**config.mk**
```make
export PLATFORM = sky130hd
export DESIGN_NAME = hvt_merge
export DESIGN_NICKNAME = d
export VERILOG_FILES = /design/src/rtl/hvt_pkg.sv /design/src/rtl/hvt_merge.sv
export SDC_FILE = /design/constraint.sdc
export NUM_CORES = 1
export LEC_CHECK = 0
export ABC_CLOCK_PERIOD_IN_PS = 2200
export BUFFER_PORTS_ARGS = -buffer_cell sky130_fd_sc_hd__buf_2
export CORE_MARGIN = 3
export CORE_UTILIZATION = 27
export CTS_CLUSTER_DIAMETER = 50
export DETAILED_ROUTE_END_ITERATION = 8
export GPL_TIMING_DRIVEN = 0
export PLACE_DENSITY = 0.58
export SYNTH_ARGS = -nofsm -noshare
export SYNTH_HDL_FRONTEND = slang
export SYNTH_SLANG_ARGS = --single-unit
```
**constraint.sdc**
```tcl
create_clock -name clk -period 2.2 [get_ports clk]
set_input_delay 0.11 -clock clk [delete_from_list [all_inputs] [get_ports clk]]
set_output_delay 0.11 -clock clk [all_outputs]
set_load 0.005 [all_outputs]
```
**src/rtl/hvt_pkg.sv**
```systemverilog
// hvt_pkg: shared widths, operation codes and stage counts of the
// homogeneous vertex transform. It depends on nothing.
package hvt_pkg;

  localparam int DATA_WIDTH = 32;
  localparam int FRAC_BITS  = 16;
  localparam int PROD_W     = 2 * DATA_WIDTH;        // exact product
  localparam int SUM_W      = PROD_W + 2;            // sum of four products
  localparam int NUM_W      = DATA_WIDTH + FRAC_BITS; // dividend magnitude
  localparam int COL_STAGES = 3;                     // multiply, sum, round
  localparam int DIV_STAGES = NUM_W + 1;             // prepare + one bit each
  localparam int NSTAGE     = COL_STAGES + DIV_STAGES + 1;
  localparam int LANES      = 3;

  typedef logic signed [DATA_WIDTH-1:0] fix_t;

  localparam fix_t FIX_ONE = fix_t'(1) <<< FRAC_BITS;
  localparam fix_t FIX_MAX = {1'b0, {(DATA_WIDTH-1){1'b1}}};
  localparam fix_t FIX_MIN = {1'b1, {(DATA_WIDTH-1){1'b0}}};
  localparam logic [15:0] DIAG_MASK = 16'h8421;

  typedef enum logic [1:0] {
    OP_LOAD   = 2'd0,
    OP_POINT  = 2'd1,
    OP_NORMAL = 2'd2,
    OP_NOP    = 2'd3
  } op_t;

  typedef struct packed {
    logic point;
    logic wz;
  } side_t;

endpackage

```
**src/rtl/hvt_merge.sv**
```systemverilog
// hvt_merge: output stage; combines the three lanes into one result,
// applying sign, saturation and the zero-w rule. Depends on hvt_pkg.
module hvt_merge (
  input  logic                                   clk,
  input  logic                                   adv,
  input  hvt_pkg::side_t                         side,
  input  logic [hvt_pkg::NUM_W-1:0]              quo  [hvt_pkg::LANES],
  input  logic                                   neg  [hvt_pkg::LANES],
  input  hvt_pkg::fix_t                          pass [hvt_pkg::LANES],
  output hvt_pkg::fix_t                          res  [hvt_pkg::LANES],
  output logic                                   w_zero
);

  localparam int DW = hvt_pkg::DATA_WIDTH;
  localparam int NW = hvt_pkg::NUM_W;

  function automatic hvt_pkg::fix_t signed_sat(input logic [NW-1:0] q, input logic n);
    logic ov;
    begin
      if (n) begin
        ov = (|q[NW-1:DW]) || (q[DW-1] && (|q[DW-2:0]));
        signed_sat = ov ? hvt_pkg::FIX_MIN : (~q[DW-1:0]) + 1'b1;
      end else begin
        ov = |q[NW-1:DW-1];
        signed_sat = ov ? hvt_pkg::FIX_MAX : q[DW-1:0];
      end
    end
  endfunction

  always_ff @(posedge clk) begin
    if (adv) begin
      for (int i = 0; i < hvt_pkg::LANES; i++) begin
        if (!side.point) begin
          res[i] <= pass[i];
        end else if (side.wz) begin
          res[i] <= '0;
        end else begin
          res[i] <= signed_sat(quo[i], neg[i]);
        end
      end
      w_zero <= side.point && side.wz;
    end
  end

endmodule

```
==> impl_metrics.tcl <==
set metrics [dict create \
    synth_area_leaders "edfxtp_1, o2bb2ai_1, xnor2_1, nor2_1, a21oi_1" \
    synth.cell_area_um2 6700 \
    powerDensity_nw_per_um2 524 \
    antenna_found_initial 4 \
    start_kind "input port" \
    routed_wl_mm 27.7 \
    cp.required_ns 2.38 \
    setup_ws_ns -0.0664 \
    slew_headroom 0.302 \
    grt_remaining_overflow 0 \
    async_flop_share 0 \
    cts.sinks 97 \
    cts-root-buf "clkbuf_16" \
    rows 57 \
    grt_start_max_net_pins 58 \
    io_buffers 342 \
    place_area_um2 8980 \
    yosysTopAreaCell "edfxtp_1" \
    synth.distinct_cells 58 \
    tns_ns -0.436 \
    drc_errors 0 \
    cts_tree "done" \
    path_class "in -> reg" \
    synth_top_area_frac 0.435 \
    h-tree-depth 3 \
    cts_buffer_depth 2 \
    vias_per_cell 5.35 \
    min_period_ns 2.27 \
    grt_usage 0.199 \
    die-area_um2 26700 \
    synth_ff_type "edfxtp_1" \
    ant_nets 0 \
    layout-drive-gt1-share 0.415 \
    wl_per_cell_um 19.5 \
    whs_ns 0.0265 \
    ys_warn_count 0 \
    maxClockFrequency_ghz 0.441 \
    vias 7604 \
    ys_seq_elements 97 \
    gp_congestion 0.873 \
    pre_cts_ws_ns -1.07 \
    dieHeight_um 164 \
    holdCritPathClass "in -> reg" \
    avgSynthCellArea_um2 9.29 \
    die_x_um 164 \
    setup_violations 17 \
    max_cap_violations 0 \
    tightest_slew_ns 1.05 \
    first_global_vias 7248 \
    stdcell_count 1420 \
    failed_checks "setup timing" \
    cts_made_buffers 9 \
    syn_inst 721 \
    clkTransAtPathRegs_ns 0.08 \
    ios 344 \
    synth-edff-count 97 \
    status "finished, violations left" \
    placed_cells 1388 \
    critPathCaptureType "flop" \
    drv_slew 0 \
    layout_worst_path_cycle_share 1.03 \
    max-vdd-ir-drop_mv 0.342 \
    coreArea_um2 24300 \
    firstDrtPassIters 5 \
    syn2layout_area_growth_pct 45.8 \
    dpl.hpwl_mm 22.0 \
    synth_nets 971 \
    grt_pass1_wl_mm 41.4 \
    start_util 0.275 \
    worstPathArrival_ns 2.44 \
    p_leak_nw 3.75 \
    ys_seq_area_frac 0.435 \
    hold_viol 0 \
    drtIter0Drc 421 \
    final_area_um2 9760 \
    path_max_fanout 8 \
    fin_nets 1339 \
    rsz0062_at_grt "true" \
]
cell usage after synthesis, drive strengths merged, types with 3 or more instances:
cell type / n
nand2: 52
nand4: 7
ha: 3
nor3b: 4
o21ai: 33
a21boi: 3
o31ai: 8
nand3: 29
buf: 5
xnor2: 37
o2bb2ai: 71
inv: 29
o41ai: 3
or3: 11
nor3: 24
o32ai: 18
or4: 14
nor4: 30
o22ai: 23
edfxtp: 97
o31a: 4
a31oi: 5
nand2b: 5
nor2: 75
and3: 3
a21oi: 45
a32o: 4
o311ai: 3
o41a: 4
clkbuf: 35
nand3b: 7
state kept, by name, summed over array words and instances (netlist names):
signal / count
res: 96
w_zero: 1
logic make-up after synthesis:
group,count (synthesis),share of synthesized area
AOI/OAI and AO/OA,239,0.260
xor gates and xnor gates,39,0.0510
adders and majority gates,3,0.00560
buffers and inverters,70,0.0409
DFF,97,0.435
and+or+nand+nor,273,0.208
report_power, final:
group | internal (mW) | leakage, nW | total, mW | switching, mW
clock network | 0.898 | 0.148 | 1.70 | 0.805
registers | 2.23 | 0.939 | 2.26 | 0.0382
logic | 0.519 | 2.66 | 1.15 | 0.628
stage by stage:
stage,utilization,total power [mW]
after floorplan,-,2.73
after global placement,0.368,3.37
after detailed placement,0.369,3.38
after CTS,0.390,5.12
after global routing,0.402,5.37
final,0.402,5.11
per-layer routing:
metal  vias to the layer above  global-route usage  part of all wire  wire, µm
met1                      3625               0.257              0.41     11300
met4                         4              0.0438             0.018       486
met3                        31              0.0502             0.085      2340
met5                         -                   0           0.00098        27
li1                       3588                   -                 -         -
met2                       356               0.335              0.49     13500
worst paths after layout:
kind,from,cells past startpoint,to
setup / recovery,quo[73],8,res[56]
hold / removal,pass[67],2,res[67]
what timing repair did:
item | CTS | global route
gates resized for setup | 31 | 44
buffers inserted | 5 | 10
setup endpoints to repair | 85 | 82
pin swaps | 6 | 11
hold buffers | 0 | 0
layout make-up:
class,instances,area (µm²)
Timing Repair Buffer,358,1870
Buffer,39,199
Sequential cell,97,2910
Clock buffer,9,225
Clock inverter,7,76.3
Fill cell,2468,14600
Multi-Input combinational cell,554,3950
Inverter,30,113
Tap cell,324,405
Antenna cell,2,5.00
critical path: stages:
cell,delay [ns]
buf_8,0.09
or4_4,0.54
or4b_4,0.50
o41a_1,0.42
o21ai_2,0.16
nand2_2,0.13
buf_8,0.20
o32ai_4,0.28
cells in the final DEF, fill, tap and decap left out, drive strengths merged, types with 4 or more instances in the layout:
cell | synthesis | layout
inv | 29 | 32
a31oi | 5 | 5
buf | 5 | 365
or3 | 11 | 11
o41a | 4 | 4
edfxtp | 97 | 97
nor3 | 24 | 24
o2bb2ai | 71 | 71
nand3b | 7 | 7
nand4 | 7 | 7
o31ai | 8 | 8
o31a | 4 | 4
or4 | 14 | 14
nand2b | 5 | 5
nor4 | 30 | 30
xnor2 | 37 | 37
nor2 | 75 | 75
clkbuf | 35 | 41
o21ai | 33 | 33
a21oi | 45 | 45
o32ai | 18 | 18
nand3 | 29 | 29
o22ai | 23 | 23
a32o | 4 | 4
nor3b | 4 | 4
nand2 | 52 | 52
Note: power is estimated with default switching activity, not from simulation.
